[config.mk]
export PLATFORM = sky130hd
export DESIGN_NAME = chroma_row_upsampler_2x_flat
export DESIGN_NICKNAME = d
export VERILOG_FILES = /design/src/rtl/core/cru_pkg.sv /design/src/rtl/core/cru_in_if.sv /design/src/rtl/core/cru_out_if.sv /design/src/rtl/core/cru_front.sv /design/src/rtl/core/cru_queue.sv /design/src/rtl/core/cru_back.sv /design/src/rtl/core/chroma_row_upsampler_2x.sv /design/src/flat_wrapper.sv
export SDC_FILE = /design/constraint.sdc
export NUM_CORES = 1
export LEC_CHECK = 0
export ABC_AREA = 1
export BUFFER_PORTS_ARGS = -buffer_cell sky130_fd_sc_hd__clkbuf_2
export CORE_ASPECT_RATIO = 1.4
export CORE_MARGIN = 1.5
export CORE_UTILIZATION = 35
export CTS_BUF_LIST = sky130_fd_sc_hd__clkbuf_4 sky130_fd_sc_hd__clkbuf_8 sky130_fd_sc_hd__clkbuf_16
export DETAILED_ROUTE_END_ITERATION = 6
export PLACE_DENSITY = 0.54
export SKIP_CTS_REPAIR_TIMING = 1
export SLEW_MARGIN = 30
export SYNTH_ARGS = -nofsm -noshare
export SYNTH_HDL_FRONTEND = slang
export SYNTH_SLANG_ARGS = --single-unit
[constraint.sdc]
create_clock -name i_clk -period 8.5 [get_ports i_clk]
set_clock_uncertainty 0.05 [all_clocks]
set_input_delay 1.7 -clock i_clk [delete_from_list [all_inputs] [get_ports i_clk]]
set_output_delay 1.7 -clock i_clk [all_outputs]
set_load 0.02 [all_outputs]
[src/rtl/core/cru_pkg.sv]
// ----------------------------------------------------------------------------
// cru_pkg
// Shared types, constants and filter coefficients of the 2x chroma row
// upsampler.
// ----------------------------------------------------------------------------
package cru_pkg;

    localparam int MAX_ROW_SAMPLES = 4096;
    localparam int LEN_W           = $clog2(MAX_ROW_SAMPLES + 1);
    localparam int POS_W           = $clog2(MAX_ROW_SAMPLES);
    localparam int QUEUE_DEPTH     = 2;  // power of two
    localparam int QPTR_W          = $clog2(QUEUE_DEPTH);
    localparam int QCNT_W          = $clog2(QUEUE_DEPTH + 1);
    localparam int NUM_JOBS        = 8;
    localparam int COEF_W          = 9;
    localparam int SUM_W           = 20;

    // configuration register indexes
    localparam logic CFG_ROW_WIDTH  = 1'b0;
    localparam logic CFG_ROW_STRIDE = 1'b1;

    localparam logic [LEN_W-1:0] LEN_MIN   = LEN_W'(3);
    localparam logic [LEN_W-1:0] LEN_MAX   = LEN_W'(MAX_ROW_SAMPLES);
    localparam logic [LEN_W-1:0] LEN_RESET = LEN_W'(8);

    // one pixel job each; order is the emission order
    typedef enum logic [2:0] {
        JOB_LEAD0,
        JOB_LEAD1,
        JOB_LEAD2,
        JOB_INT0,
        JOB_INT1,
        JOB_TRAIL0,
        JOB_TRAIL1,
        JOB_TRAIL2
    } t_job;

    typedef logic [NUM_JOBS-1:0] t_job_mask;

    typedef struct packed {
        logic [7:0] w0;
        logic [7:0] w1;
        logic [7:0] w2;
        logic [7:0] cur;
        t_job_mask  jobs;
    } t_entry;

    typedef struct packed {
        logic signed [COEF_W-1:0] k0;
        logic signed [COEF_W-1:0] k1;
        logic signed [COEF_W-1:0] k2;
        logic signed [COEF_W-1:0] k3;
    } t_coef;

    // taps applied to w0, w1, w2 and the current sample
    function automatic t_coef cru_coef(input t_job job);
        t_coef c;
        case (job)
            JOB_LEAD0:  c = '{9'sd0,   9'sd139, -9'sd11,  9'sd0};
            JOB_LEAD1:  c = '{9'sd0,   9'sd104, 9'sd27,   -9'sd3};
            JOB_LEAD2:  c = '{9'sd0,   9'sd28,  9'sd109,  -9'sd9};
            JOB_INT0:   c = '{-9'sd9,  9'sd111, 9'sd29,   -9'sd3};
            JOB_INT1:   c = '{-9'sd3,  9'sd29,  9'sd111,  -9'sd9};
            JOB_TRAIL0: c = '{9'sd0,   -9'sd9,  9'sd109,  9'sd28};
            JOB_TRAIL1: c = '{9'sd0,   -9'sd3,  9'sd27,   9'sd104};
            JOB_TRAIL2: c = '{9'sd0,   9'sd0,   -9'sd11,  9'sd139};
            default:    c = '0;
        endcase
        return c;
    endfunction

    function automatic logic [LEN_W-1:0] cru_clamp_len(input logic [LEN_W-1:0] v);
        logic [LEN_W-1:0] r;
        if (v < LEN_MIN) begin
            r = LEN_MIN;
        end else if (v > LEN_MAX) begin
            r = LEN_MAX;
        end else begin
            r = v;
        end
        return r;
    endfunction

endpackage

[src/rtl/core/cru_in_if.sv]
// ----------------------------------------------------------------------------
// cru_in_if
// Sample channel: one 8-bit chroma sample per word.
// ----------------------------------------------------------------------------
interface cru_in_if;
    logic       valid;
    logic       ready;
    logic [7:0] sample_value;

    modport source (output valid, output sample_value, input ready);
    modport sink   (input valid, input sample_value, output ready);
endinterface

[src/rtl/core/cru_out_if.sv]
// ----------------------------------------------------------------------------
// cru_out_if
// Pixel channel: one upsampled pixel per word with row and run markers.
// ----------------------------------------------------------------------------
interface cru_out_if;
    logic       valid;
    logic       ready;
    logic [7:0] pixel_value;
    logic       row_done;
    logic       run_last;

    modport source (output valid, output pixel_value, output row_done, output run_last,
                    input ready);
    modport sink   (input valid, input pixel_value, input row_done, input run_last,
                    output ready);
endinterface

[src/rtl/core/cru_front.sv]
// ----------------------------------------------------------------------------
// cru_front
// Takes samples, keeps the window and row position, and classifies each
// sample into the set of pixel jobs it triggers.
// ----------------------------------------------------------------------------
module cru_front import cru_pkg::*; (
    input  logic             i_clk,
    input  logic             i_rst_n,
    input  logic             i_cfg_we,
    input  logic             i_cfg_idx,
    input  logic [LEN_W-1:0] i_cfg_data,
    input  logic             i_valid,
    input  logic [7:0]       i_sample,
    output logic             o_ready,
    input  logic             i_q_full,
    output logic             o_push,
    output t_entry           o_entry
);

    logic [LEN_W-1:0] r_width;
    logic [LEN_W-1:0] r_stride;
    logic [7:0]       r_win0, r_win1, r_win2;
    logic [POS_W-1:0] r_pos;

    logic [LEN_W-1:0] stride_c;
    logic [LEN_W-1:0] width_cl;
    logic [LEN_W-1:0] width_c;
    logic [LEN_W-1:0] pos_ext;
    logic             lead, inter, trail;
    logic             accept;
    t_job_mask        jobs;

    assign stride_c = cru_clamp_len(r_stride);
    assign width_cl = cru_clamp_len(r_width);
    assign width_c  = (width_cl > stride_c) ? stride_c : width_cl;
    assign pos_ext  = LEN_W'(r_pos);

    assign lead  = (pos_ext == LEN_W'(2));
    assign inter = (pos_ext >= LEN_W'(3)) && (pos_ext < width_c);
    assign trail = (pos_ext >= stride_c - LEN_W'(1));

    always_comb begin
        jobs                 = '0;
        jobs[JOB_LEAD0]      = lead;
        jobs[JOB_LEAD1]      = lead;
        jobs[JOB_LEAD2]      = lead;
        jobs[JOB_INT0]       = inter;
        jobs[JOB_INT1]       = inter;
        jobs[JOB_TRAIL0]     = trail;
        jobs[JOB_TRAIL1]     = trail;
        jobs[JOB_TRAIL2]     = trail;
    end

    assign o_ready = !i_q_full;
    assign accept  = i_valid && o_ready;
    assign o_push  = accept && (jobs != '0);
    assign o_entry = '{w0: r_win0, w1: r_win1, w2: r_win2, cur: i_sample, jobs: jobs};

    always_ff @(posedge i_clk) begin
        if (!i_rst_n) begin
            r_width  <= LEN_RESET;
            r_stride <= LEN_RESET;
        end else if (i_cfg_we) begin
            case (i_cfg_idx)
                CFG_ROW_WIDTH:  r_width  <= i_cfg_data;
                CFG_ROW_STRIDE: r_stride <= i_cfg_data;
                default: ;
            endcase
        end
    end

    always_ff @(posedge i_clk) begin
        if (!i_rst_n) begin
            r_win0 <= '0;
            r_win1 <= '0;
            r_win2 <= '0;
            r_pos  <= '0;
        end else if (accept) begin
            r_win0 <= r_win1;
            r_win1 <= r_win2;
            r_win2 <= i_sample;
            r_pos  <= trail ? '0 : r_pos + POS_W'(1);
        end
    end

endmodule

[src/rtl/core/cru_queue.sv]
// ----------------------------------------------------------------------------
// cru_queue
// Short job queue between the classifier and the pixel engine.
// ----------------------------------------------------------------------------
module cru_queue import cru_pkg::*; (
    input  logic   i_clk,
    input  logic   i_rst_n,
    input  logic   i_push,
    input  t_entry i_entry,
    output logic   o_full,
    input  logic   i_pop,
    output logic   o_valid,
    output t_entry o_head
);

    t_entry            r_mem [QUEUE_DEPTH];
    logic [QPTR_W-1:0] r_wp;
    logic [QPTR_W-1:0] r_rp;
    logic [QCNT_W-1:0] r_cnt;

    assign o_full  = (r_cnt == QCNT_W'(QUEUE_DEPTH));
    assign o_valid = (r_cnt != '0);
    assign o_head  = r_mem[r_rp];

    always_ff @(posedge i_clk) begin
        if (i_push) begin
            r_mem[r_wp] <= i_entry;
        end
    end

    always_ff @(posedge i_clk) begin
        if (!i_rst_n) begin
            r_wp  <= '0;
            r_rp  <= '0;
            r_cnt <= '0;
        end else begin
            if (i_push) begin
                r_wp <= r_wp + QPTR_W'(1);
            end
            if (i_pop) begin
                r_rp <= r_rp + QPTR_W'(1);
            end
            case ({i_push, i_pop})
                2'b10:   r_cnt <= r_cnt + QCNT_W'(1);
                2'b01:   r_cnt <= r_cnt - QCNT_W'(1);
                default: r_cnt <= r_cnt;
            endcase
        end
    end

endmodule

[src/rtl/core/cru_back.sv]
// ----------------------------------------------------------------------------
// cru_back
// Pixel engine: works through the job mask of one entry, one filtered pixel
// per cycle into the output register while that register is free.
// ----------------------------------------------------------------------------
module cru_back import cru_pkg::*; (
    input  logic       i_clk,
    input  logic       i_rst_n,
    input  logic       i_q_valid,
    input  t_entry     i_head,
    output logic       o_pop,
    output logic       o_valid,
    input  logic       i_ready,
    output logic [7:0] o_pixel,
    output logic       o_row_done,
    output logic       o_run_last
);

    logic       r_busy;
    t_entry     r_ent;
    logic       r_out_valid;
    logic [7:0] r_pixel;
    logic       r_row_done;
    logic       r_run_last;

    t_job                    sel;
    t_job_mask               rest;
    t_coef                   c;
    logic signed [SUM_W-1:0] p0, p1, p2, p3;
    logic signed [SUM_W-1:0] sum;
    logic [SUM_W-7-1:0]      quo;
    logic [7:0]              pix;
    logic                    out_free, issue, done_entry, load;

    // lowest pending job goes first
    always_comb begin
        sel = JOB_TRAIL2;
        for (int i = NUM_JOBS - 1; i >= 0; i--) begin
            if (r_ent.jobs[i]) begin
                sel = t_job'(i);
            end
        end
    end

    assign rest = r_ent.jobs & (r_ent.jobs - t_job_mask'(1));
    assign c    = cru_coef(sel);

    assign p0 = SUM_W'(c.k0 * $signed({1'b0, r_ent.w0}));
    assign p1 = SUM_W'(c.k1 * $signed({1'b0, r_ent.w1}));
    assign p2 = SUM_W'(c.k2 * $signed({1'b0, r_ent.w2}));
    assign p3 = SUM_W'(c.k3 * $signed({1'b0, r_ent.cur}));
    assign sum = p0 + p1 + p2 + p3 + SUM_W'(64);
    assign quo = sum[SUM_W-1:7];

    always_comb begin
        if (sum[SUM_W-1]) begin
            pix = '0;
        end else if (quo > (SUM_W-7)'(255)) begin
            pix = 8'hFF;
        end else begin
            pix = quo[7:0];
        end
    end

    assign out_free   = !r_out_valid || i_ready;
    assign issue      = r_busy && out_free;
    assign done_entry = issue && (rest == '0);
    assign load       = i_q_valid && (!r_busy || done_entry);
    assign o_pop      = load;

    always_ff @(posedge i_clk) begin
        if (!i_rst_n) begin
            r_busy <= 1'b0;
        end else if (load) begin
            r_busy <= 1'b1;
        end else if (done_entry) begin
            r_busy <= 1'b0;
        end
    end

    always_ff @(posedge i_clk) begin
        if (load) begin
            r_ent <= i_head;
        end else if (issue) begin
            r_ent.jobs <= rest;
        end
    end

    always_ff @(posedge i_clk) begin
        if (!i_rst_n) begin
            r_out_valid <= 1'b0;
        end else if (issue) begin
            r_out_valid <= 1'b1;
        end else if (i_ready) begin
            r_out_valid <= 1'b0;
        end
    end

    always_ff @(posedge i_clk) begin
        if (issue) begin
            r_pixel    <= pix;
            r_row_done <= (sel == JOB_TRAIL2);
            r_run_last <= (rest == '0);
        end
    end

    assign o_valid    = r_out_valid;
    assign o_pixel    = r_pixel;
    assign o_row_done = r_row_done;
    assign o_run_last = r_run_last;

endmodule

[src/rtl/core/chroma_row_upsampler_2x.sv]
// ----------------------------------------------------------------------------
// chroma_row_upsampler_2x
// Horizontal 2x chroma upsampler: 4-tap interior filter, 2/3-tap edges.
//
//   channel  | dir | words                       | handshake
//   i_in     | in  | sample_value                | valid/ready
//   o_out    | out | pixel_value,row_done,run_last| valid/ready
//   i_cfg_*  | in  | row_width, row_stride       | write enable only
//
// The engine makes one pixel per cycle while its output register is free;
// a sample yields 0, 2, 3, 5 or 6 pixels, two on average if width = stride.
// Samples are taken while the two-entry job queue has room; a sample that
// yields nothing is also taken every cycle while the queue has room.
// Output pixels leave from a register; a stalled output holds its word and
// the queue keeps taking samples until it fills.
// Synchronous reset clears window, position, queue and output valid.
// ----------------------------------------------------------------------------
module chroma_row_upsampler_2x import cru_pkg::*; (
    input  logic             i_clk,
    input  logic             i_rst_n,
    input  logic             i_cfg_we,
    input  logic             i_cfg_idx,
    input  logic [LEN_W-1:0] i_cfg_data,
    cru_in_if.sink           i_in,
    cru_out_if.source        o_out
);

    logic   push, q_full, q_valid, pop;
    t_entry entry, head;

    cru_front u_front (
        .i_clk      (i_clk),
        .i_rst_n    (i_rst_n),
        .i_cfg_we   (i_cfg_we),
        .i_cfg_idx  (i_cfg_idx),
        .i_cfg_data (i_cfg_data),
        .i_valid    (i_in.valid),
        .i_sample   (i_in.sample_value),
        .o_ready    (i_in.ready),
        .i_q_full   (q_full),
        .o_push     (push),
        .o_entry    (entry)
    );

    cru_queue u_queue (
        .i_clk   (i_clk),
        .i_rst_n (i_rst_n),
        .i_push  (push),
        .i_entry (entry),
        .o_full  (q_full),
        .i_pop   (pop),
        .o_valid (q_valid),
        .o_head  (head)
    );

    cru_back u_back (
        .i_clk      (i_clk),
        .i_rst_n    (i_rst_n),
        .i_q_valid  (q_valid),
        .i_head     (head),
        .o_pop      (pop),
        .o_valid    (o_out.valid),
        .i_ready    (o_out.ready),
        .o_pixel    (o_out.pixel_value),
        .o_row_done (o_out.row_done),
        .o_run_last (o_out.run_last)
    );

endmodule

[src/flat_wrapper.sv]
// flat-port wrapper written by rule: the top's interface ports become plain ports
module chroma_row_upsampler_2x_flat import cru_pkg::*;
  (i_clk, i_rst_n, i_cfg_we, i_cfg_idx, i_cfg_data, i_in_valid, i_in_sample_value, i_in_ready, o_out_valid, o_out_pixel_value, o_out_row_done, o_out_run_last, o_out_ready);
  cru_in_if i_in_i ();
  cru_out_if o_out_i ();
  input  logic i_clk;
  input  logic i_rst_n;
  input  logic i_cfg_we;
  input  logic i_cfg_idx;
  input  logic [LEN_W-1:0] i_cfg_data;
  input wire logic [$bits(i_in_i.valid)-1:0] i_in_valid;
  input wire logic [$bits(i_in_i.sample_value)-1:0] i_in_sample_value;
  output wire logic [$bits(i_in_i.ready)-1:0] i_in_ready;
  output wire logic [$bits(o_out_i.valid)-1:0] o_out_valid;
  output wire logic [$bits(o_out_i.pixel_value)-1:0] o_out_pixel_value;
  output wire logic [$bits(o_out_i.row_done)-1:0] o_out_row_done;
  output wire logic [$bits(o_out_i.run_last)-1:0] o_out_run_last;
  input wire logic [$bits(o_out_i.ready)-1:0] o_out_ready;
  assign i_in_i.valid = i_in_valid;
  assign i_in_i.sample_value = i_in_sample_value;
  assign i_in_ready = i_in_i.ready;
  assign o_out_valid = o_out_i.valid;
  assign o_out_pixel_value = o_out_i.pixel_value;
  assign o_out_row_done = o_out_i.row_done;
  assign o_out_run_last = o_out_i.run_last;
  assign o_out_i.ready = o_out_ready;
  chroma_row_upsampler_2x u_core (.i_clk(i_clk), .i_rst_n(i_rst_n), .i_cfg_we(i_cfg_we), .i_cfg_idx(i_cfg_idx), .i_cfg_data(i_cfg_data), .i_in(i_in_i), .o_out(o_out_i));
endmodule
==> impl_results.md, run 1 <==
* Placed instance count at 2892
* Slew margin rel. at 0.437
* Post-synth EDFFs at 120
* Ranking of synthesized cells by area: fa_1, edfxtp_1, ha_1
* CTS tree: yes
* Mapped Area at 0.0198 mm^2
* IO Count at 39
* Worst Setup End Kind: flop
* Largest net degree at the start of global routing at 57
* Final wirelength at 49700 um
* Avg Cell Area, Syn at 9.43 um^2
* Initial Util at 0.356
* Number of synthesized register bits at 189
* Gate Count Post-Synth at 2100
* Most frequent cells in the layout: inv_1, fa_1, nor2_1
* CTS buffer count at 17
* Fin cells at 2927
* Period utilization at 0.949
* Place WS at 36.1 ps
* Post-DRT Antenna Nets at 0
* Detailed placer's ending HPWL at 43200 um
* Die H at 284 um
* MaxCap Viol Count at 0
* Crit-path slowest cell: fa_1
* RD Place Congestion at 0.939
* Per-cell routed wire length at 17.0 um
* Seq/Total Area, Yosys at 0.252
* Clk pin slew, worst setup/hold paths at 80 ps
* Slew Viols, Final at 0
* Placed Area at 0.0212 mm^2
* Tmin final at 8060 ps
* Final net count at 2703
* Cell Rows at 102
* GRT Overall Usage at 0.177
* Actual slew at the worst max-slew pin at 839 ps
* RSZ-0062 raised after global routing: false
* First-pass GRT wire length at 78100 um
* Commonest non-fill, non-tap cell in the layout: inv_1
* # DRC at 0
* Core Area at 0.0556 mm^2
* Drt first pass iters at 5
* Cell family with most CP delay: adder cells
* Initial antenna violation count at 0
* Yosys warning count at 0
* Worst-path fanout max at 8
* WS Path Type: flop to flop
* Die area at 0.0580 mm^2
* Clock tree buffer depth at 2
* Critical path data required time at 8650 ps
* Worst setup SP type: flop
* Synth top area share at 0.320
* Final setup viols at 0
* Number of antenna repair diodes at 0
* Netlist cell types at 47
* Worst EP arrival at 8210 ps
* Hold Vio Cnt, Final at 0
* Die X at 204 um
* Mapped Nets at 2617
* Area grow syn2layout at 11.3%
* Post-route cell area at 0.0220 mm^2
* First-iteration detailed-routing DRC count at 593
* Worst setup margin at 436 ps
* Grt ovf at 0
* DR vias at 13600
* Share of cells above drive strength 1 at 0.108
* Vias per cell at 4.63
* Vias in the first global route at 14500
* Async SR Flop Fraction at 0
* Final setup TNS at 0 ps
* CTS Sinks at 189
* # port buffers at 38
* Top cell by count, worst path: fa_1
* Post-synth top area cell: fa_1
* Min-delay worst type: flop to flop
* Status: completed
* Clock latency on the worst-skew pair at 460 ps
* Root Buffer: clkbuf_16
* H-tree depth at 4
* Most common flop cell mapped by yosys: edfxtp_1
* Max Fclk at 124 MHz
* Crit path buffers/inverters at 9
* CP max stage delay at 610 ps
logic make-up (layout without fill, tap and decap cells):
logic type	count (synthesis)	after routing	share of synthesized area
mux	33	33	0.0188
compound gates	196	196	0.0547
simple gates	556	556	0.115
xor+xnor	34	34	0.0154
fa+ha+maj	490	490	0.430
flops	189	189	0.252
buf+inv	602	701	0.115
worst reg2reg max path: cells and delay by family (launching register included):
family                     cells  cell delay, ps
AOI/OAI and AO/OA              6             780
buffers and inverters          9             910
DFF                            1             420
and+or+nand+nor               10            1180
adders and majority gates     10            4500
routing by layer:
| metal | GRT usage | wire length [um] |
|---|---|---|
| met5 | 0 | 0 |
| met4 | 0.0789 | 2350 |
| met2 | 0.341 | 27200 |
| met1 | 0.193 | 19000 |
| met3 | 0.0180 | 1150 |
cell usage after synthesis, types with 5 or more instances:
cell,count
mux2_2,33
edfxtp_1,120
clkbuf_1,20
nand4_1,11
a21oi_1,73
dfxtp_1,69
o21ai_0,89
or2_2,5
ha_1,174
o211ai_1,5
nor2_1,241
xor2_1,15
xnor2_1,18
inv_1,569
inv_2,6
nor3_1,9
fa_1,316
nor4_1,5
nand2_1,237
nand3_1,28
layout make-up:
type | count | area (um^2)
clock buffer | 17 | 425
fill | 5661 | 33600
timing repair buffer | 94 | 651
tap | 728 | 911
clock inverter | 15 | 215
inverter | 575 | 2160
multi-input combinational | 1309 | 12700
sequential | 189 | 4980
worst paths after layout:
kind / start / to / slack (ps) / depth (start not counted)
max reg2reg: u_core.u_back.r_ent[4] / u_core.u_back.o_pixel[2] / 440 / 35
min: u_core.u_front.r_win0[0] / u_core.u_queue.r_mem[0][32] / 410 / 0
min reg2reg: u_core.u_front.r_win0[0] / u_core.u_queue.r_mem[0][32] / 410 / 0
max: u_core.u_back.r_ent[4] / u_core.u_back.o_pixel[2] / 440 / 35
per-stage QoR:
| step | utilization | hold WS [ps] |
|---|---|---|
| detailed placement | 0.381 | 387 |
| global route | 0.396 | 423 |
| global placement | 0.380 | 382 |
| floorplan | - | 376 |
| finish | 0.396 | 406 |
| CTS | 0.393 | 406 |
sequential cells by signal (all words and copies together) (netlist names), named ones only:
register	cells
u_core.u_queue.r_mem	70
u_core.u_back.r_ent	40
u_core.u_front.r_stride	13
u_core.u_front.r_width	13
u_core.u_front.r_pos	12
u_core.u_back.o_pixel	8
u_core.u_front.r_win0	8
u_core.u_front.r_win1	8
u_core.u_front.r_win2	8
u_core.u_queue.r_cnt	2
u_core.u_back.o_row_done	1
u_core.u_back.o_run_last	1
u_core.u_back.o_valid	1
u_core.u_back.r_busy	1
u_core.u_queue.r_rp	1
u_core.u_queue.r_wp	1
Power of run 1 is left out: the tool's default activity adds up to more than one toggle a clock period on the data nets, which glitch-free logic cannot reach.
==> run 2, diff against run 1 <==
--- a/config.mk
+++ b/config.mk
@@ -9,10 +9,10 @@
 export BUFFER_PORTS_ARGS = -buffer_cell sky130_fd_sc_hd__clkbuf_2
 export CORE_ASPECT_RATIO = 1.4
 export CORE_MARGIN = 1.5
-export CORE_UTILIZATION = 35
+export CORE_UTILIZATION = 40
 export CTS_BUF_LIST = sky130_fd_sc_hd__clkbuf_4 sky130_fd_sc_hd__clkbuf_8 sky130_fd_sc_hd__clkbuf_16
 export DETAILED_ROUTE_END_ITERATION = 6
-export PLACE_DENSITY = 0.54
+export PLACE_DENSITY = 0.6
 export SKIP_CTS_REPAIR_TIMING = 1
 export SLEW_MARGIN = 30
 export SYNTH_ARGS = -nofsm -noshare
==> impl_results.md, run 2 (same netlist as run 1, synthesis figures left out) <==
* Clock latency on the worst-skew pair at 450 ps (about the same)
* Commonest non-fill, non-tap cell in the layout: inv_1
* # DRC at 0 (unchanged)
* Gr busiest metal: met2
* Critical path data required time at 8640 ps (about the same)
* Detailed placer's ending HPWL at 41900 um (-3.0%)
* MaxCap Viol Count at 0 (unchanged)
* First-pass GRT wire length at 76000 um (-2.7%)
* First-iteration detailed-routing DRC count at 538 (-9.3%)
* # port buffers at 38 (unchanged)
* Die X at 191 um (-6.4%)
* Worst Hold Path Cells at 0 (unchanged)
* Cell family with most CP delay: adder cells
* Crit path buffers/inverters at 11 (+2)
* Top cell by count, worst path: fa_1
* Cell Rows at 96 (-5.9%)
* Largest net degree at the start of global routing at 57 (unchanged)
* Min-delay worst type: flop to flop
* Drt first pass iters at 5 (unchanged)
* Period utilization at 0.950 (+0.00176)
* Share of cells above drive strength 1 at 0.113 (+0.00564)
* GR Util met1 at 0.213 (+0.0207)
* Number of antenna repair diodes at 0 (unchanged)
* Die H at 266 um (-6.4%)
* Final setup viols at 0 (unchanged)
* CP Depth at 33 (-5.7%)
* Final net count at 2717 (+0.52%)
* Largest register FFs at 70 (unchanged)
* Worst-path fanout max at 8 (unchanged)
* H-tree depth at 4 (unchanged)
* Place WS at 57.5 ps (+21.4 ps)
* Area grow syn2layout at 11.0%
* Tmin final at 8080 ps (+15.0 ps)
* # fillers at 4701 (-17%)
* Slew Viols, Final at 0 (unchanged)
* Hold Vio Cnt, Final at 0 (unchanged)
* Grt ovf at 0 (unchanged)
* Met3 GRT Util at 0.0183 (+0.000308)
* Die area at 0.0508 mm^2 (-12%)
* Crit-path slowest cell: fa_1
* Worst setup margin at 421 ps (-15.0 ps)
* Root Buffer: clkbuf_16
* Final wirelength at 48000 um (-3.4%)
* Slew margin rel. at 0.509 (+0.0719)
* DR vias at 13600 (+0.066%)
* Worst r2r path cells at 33 (-5.7%)
* RD Place Congestion at 0.970 (+3.3%)
* CTS Sinks at 189 (unchanged)
* Per-cell routed wire length at 16.9 um (-0.74%)
* Vias in the first global route at 14900 (+2.1%)
* Status: completed
* Worst setup SP type: flop
* IO Count at 39 (unchanged)
* Worst EP arrival at 8220 ps (about the same)
* Initial antenna violation count at 0 (unchanged)
* CTS tree: yes
* Vias per cell at 4.76 (+2.8%)
* Largest register by flop count: u_core.u_queue.r_mem
* Routing usage on met2 at 0.381 (+0.0397)
* Worst Setup End Kind: flop
* Most frequent cells in the layout: inv_1, fa_1, nor2_1
* Biggest regs: u_core.u_queue.r_mem: 70 flops, u_core.u_back.r_ent: 40 flops
* Post-DRT Antenna Nets at 0 (unchanged)
* Initial Util at 0.405 (+0.0492)
* CTS buffer count at 17 (unchanged)
* Clock tree buffer depth at 2 (unchanged)
* GRT Overall Usage at 0.197 (+0.0195)
* Core Area at 0.0489 mm^2 (-12%)
* Actual slew at the worst max-slew pin at 732 ps (-107 ps)
* CP max stage delay at 550 ps (-60 ps)
* Clk pin slew, worst setup/hold paths at 80 ps (about the same)
* Max Fclk at 124 MHz (-0.19%)
* WS Path Type: flop to flop
==> run 2: cell types whose count changed in the layout (fill, tap and decap cells not counted), moves of 3 or more <==
cell / previous run / this run
nor2_2: 11 / 7
buf_4: 54 / 69
nor2_1: 232 / 235
nand2_2: 11 / 17
a21oi_1: 65 / 68
a21oi_2: 12 / 9
nand2_1: 227 / 223
inv_12: 5 / 1
==> run 2: final timing paths <==
check / from / end / slack, ps
setup reg to reg: u_core.u_back.r_ent[3] / u_core.u_back.o_pixel[7] / 420
hold reg to reg: u_core.u_front.r_win0[6] / u_core.u_queue.r_mem[1][38] / 410
hold / removal: u_core.u_front.r_win0[6] / u_core.u_queue.r_mem[1][38] / 410
setup / recovery: u_core.u_back.r_ent[3] / u_core.u_back.o_pixel[7] / 420
==> run 2: cell type report <==
cell class / instances / area, um^2 / share of cell area
clock inverters: 14 / 201 / 0.00917
clock buffers: 18 / 433 / 0.0197
repair buffers: 108 / 736 / 0.0335
inverters: 575 / 2160 / 0.0982
flip-flops and latches: 189 / 4980 / 0.227
multi-input cells: 1309 / 12700 / 0.576
well taps: 637 / 797 / 0.0363
==> run 2: stage by stage <==
stage / hold WS [ps] / std cells / instance area [um^2] / utilization / TNS [ps]
after floorplan: 376 / 2100 / 19800 / - / 0
after global placement: 381 / 2811 / 21100 / 0.433 / 0
after detailed placement: 392 / 2812 / 21200 / 0.433 / 0
after CTS: 411 / 2844 / 21800 / 0.446 / 0
after global routing: 422 / 2850 / 22000 / 0.450 / -33.3
final: 407 / 2850 / 22000 / 0.450 / 0
==> run 2: layer usage <==
layer	part of all wire	vias up
li1	-	6557
met5	0	-
met4	0.045	0
met3	0.022	101
met1	0.39	6674
met2	0.55	233
Power of run 2 is left out for the same reason.
==> run 3, diff against run 2 <==
--- a/config.mk
+++ b/config.mk
@@ -8,7 +8,7 @@
 export ABC_AREA = 1
 export BUFFER_PORTS_ARGS = -buffer_cell sky130_fd_sc_hd__clkbuf_2
 export CORE_ASPECT_RATIO = 1.4
-export CORE_MARGIN = 1.5
+export CORE_MARGIN = 8
 export CORE_UTILIZATION = 40
 export CTS_BUF_LIST = sky130_fd_sc_hd__clkbuf_4 sky130_fd_sc_hd__clkbuf_8 sky130_fd_sc_hd__clkbuf_16
 export DETAILED_ROUTE_END_ITERATION = 6
==> impl_results.md, run 3 (same netlist as run 1, synthesis figures left out) <==
* Drt first pass iters at 5 (unchanged)
* H-tree depth at 4 (unchanged)
* Number of antenna repair diodes at 0 (unchanged)
* Biggest regs: u_core.u_queue.r_mem: 70 flops, u_core.u_back.r_ent: 40 flops
* Status: completed
* Largest register FFs at 70 (unchanged)
* Final wirelength at 48500 um (+1.0%)
* Clock tree buffer depth at 2 (unchanged)
* WS Path Type: flop to flop
* Post-DRT Antenna Nets at 0 (unchanged)
* Top cell by count, worst path: fa_1
* Max Fclk at 124 MHz (+0.29%)
* Largest net degree at the start of global routing at 57 (unchanged)
* GRT Overall Usage at 0.176 (-0.0210)
* MaxCap Viol Count at 0 (unchanged)
* Detailed placer's ending HPWL at 42500 um (+1.5%)
* CTS buffer count at 17 (unchanged)
* Crit path buffers/inverters at 10 (-1)
* Die area at 0.0570 mm^2 (+12%)
* Actual slew at the worst max-slew pin at 946 ps (+214 ps)
* Place WS at -63.4 ps (-121 ps)
* Per-cell routed wire length at 16.9 um (+0.56%)
* Min-delay worst type: flop to flop
* Post-route cell area at 0.0221 mm^2 (+0.78%)
* Initial antenna violation count at 0 (unchanged)
* # port buffers at 38 (unchanged)
* Tmin final at 8060 ps (-23.3 ps)
* Grt ovf at 0 (unchanged)
* First-iteration detailed-routing DRC count at 543 (+0.93%)
* Area grow syn2layout at 11.9%
* WHS at 409 ps (+2.10 ps)
* Clock latency on the worst-skew pair at 450 ps (about the same)
* CTS Sinks at 189 (unchanged)
* Worst Setup End Kind: flop
* IO Count at 39 (unchanged)
* Worst EP arrival at 8300 ps (+80 ps)
* Initial Util at 0.404 (-0.000992)
* Worst setup margin at 445 ps (+23.3 ps)
* CP max stage delay at 600 ps (+50 ps)
* Largest register by flop count: u_core.u_queue.r_mem
* Vias in the first global route at 15200 (+2.0%)
* Slew margin rel. at 0.369 (-0.140)
* DR vias at 13700 (+0.80%)
* CTS tree: yes
* Cell family with most CP delay: adder cells
* Crit-path slowest cell: fa_1
* Final setup viols at 0 (unchanged)
* Slew Viols, Final at 0 (unchanged)
* Die H at 279 um (+4.9%)
* Worst setup SP type: flop
* Placed Area at 0.0213 mm^2 (+0.58%)
* # DRC at 0 (unchanged)
* RD Place Congestion at 0.926 (-4.5%)
* Worst-path fanout max at 8 (unchanged)
* Core Area at 0.0490 mm^2 (+0.25%)
* Vias per cell at 4.78 (+0.35%)
* Most frequent cells in the layout: inv_1, fa_1, nor2_1
* Clk pin slew, worst setup/hold paths at 90 ps (about the same)
* Period utilization at 0.948 (-0.00274)
* Commonest non-fill, non-tap cell in the layout: inv_1
* Final net count at 2730 (+0.48%)
* Hold Vio Cnt, Final at 0 (unchanged)
* Die X at 204 um (+6.8%)
* Root Buffer: clkbuf_16
* Share of cells above drive strength 1 at 0.121 (+0.00742)
* Critical path data required time at 8740 ps (+100 ps)
* Cell Rows at 96 (unchanged)
* Final Util at 0.452 (+0.00240)
* First-pass GRT wire length at 77800 um (+2.4%)
## run 3: area by class of cell
cell class,count,area (um^2)
Tap cell,637,797
Fill cell,4792,26900
Clock inverter,15,223
Multi-Input combinational cell,1309,12700
Timing Repair Buffer,121,850
Sequential cell,189,4980
Clock buffer,17,425
Inverter,575,2160
## run 3: path summary, 6_finish.rpt
| kind | slack [ps] | cells after the start | to | startpoint |
|---|---|---|---|---|
| max | 440 | 32 | u_core.u_back.o_pixel[7] | u_core.u_back.r_ent[5] |
| max reg2reg | 440 | 32 | u_core.u_back.o_pixel[7] | u_core.u_back.r_ent[5] |
| min | 410 | 0 | u_core.u_queue.r_mem[1][34] | u_core.u_front.r_win0[2] |
| min reg2reg | 410 | 0 | u_core.u_queue.r_mem[1][34] | u_core.u_front.r_win0[2] |
## run 3: routing by layer
layer | wire length [um] | GRT usage
met1 | 18200 | 0.184
met2 | 26700 | 0.339
met3 | 1260 | 0.0202
met4 | 2310 | 0.0871
met5 | 0 | 0
## run 3: per-stage QoR
stage	std cells	setup TNS [ps]
finish	2863	0
global route	2863	-213
CTS	2859	-541
detailed placement	2827	-418
global placement	2826	0
floorplan	2100	0
Power of run 3 is left out for the same reason.
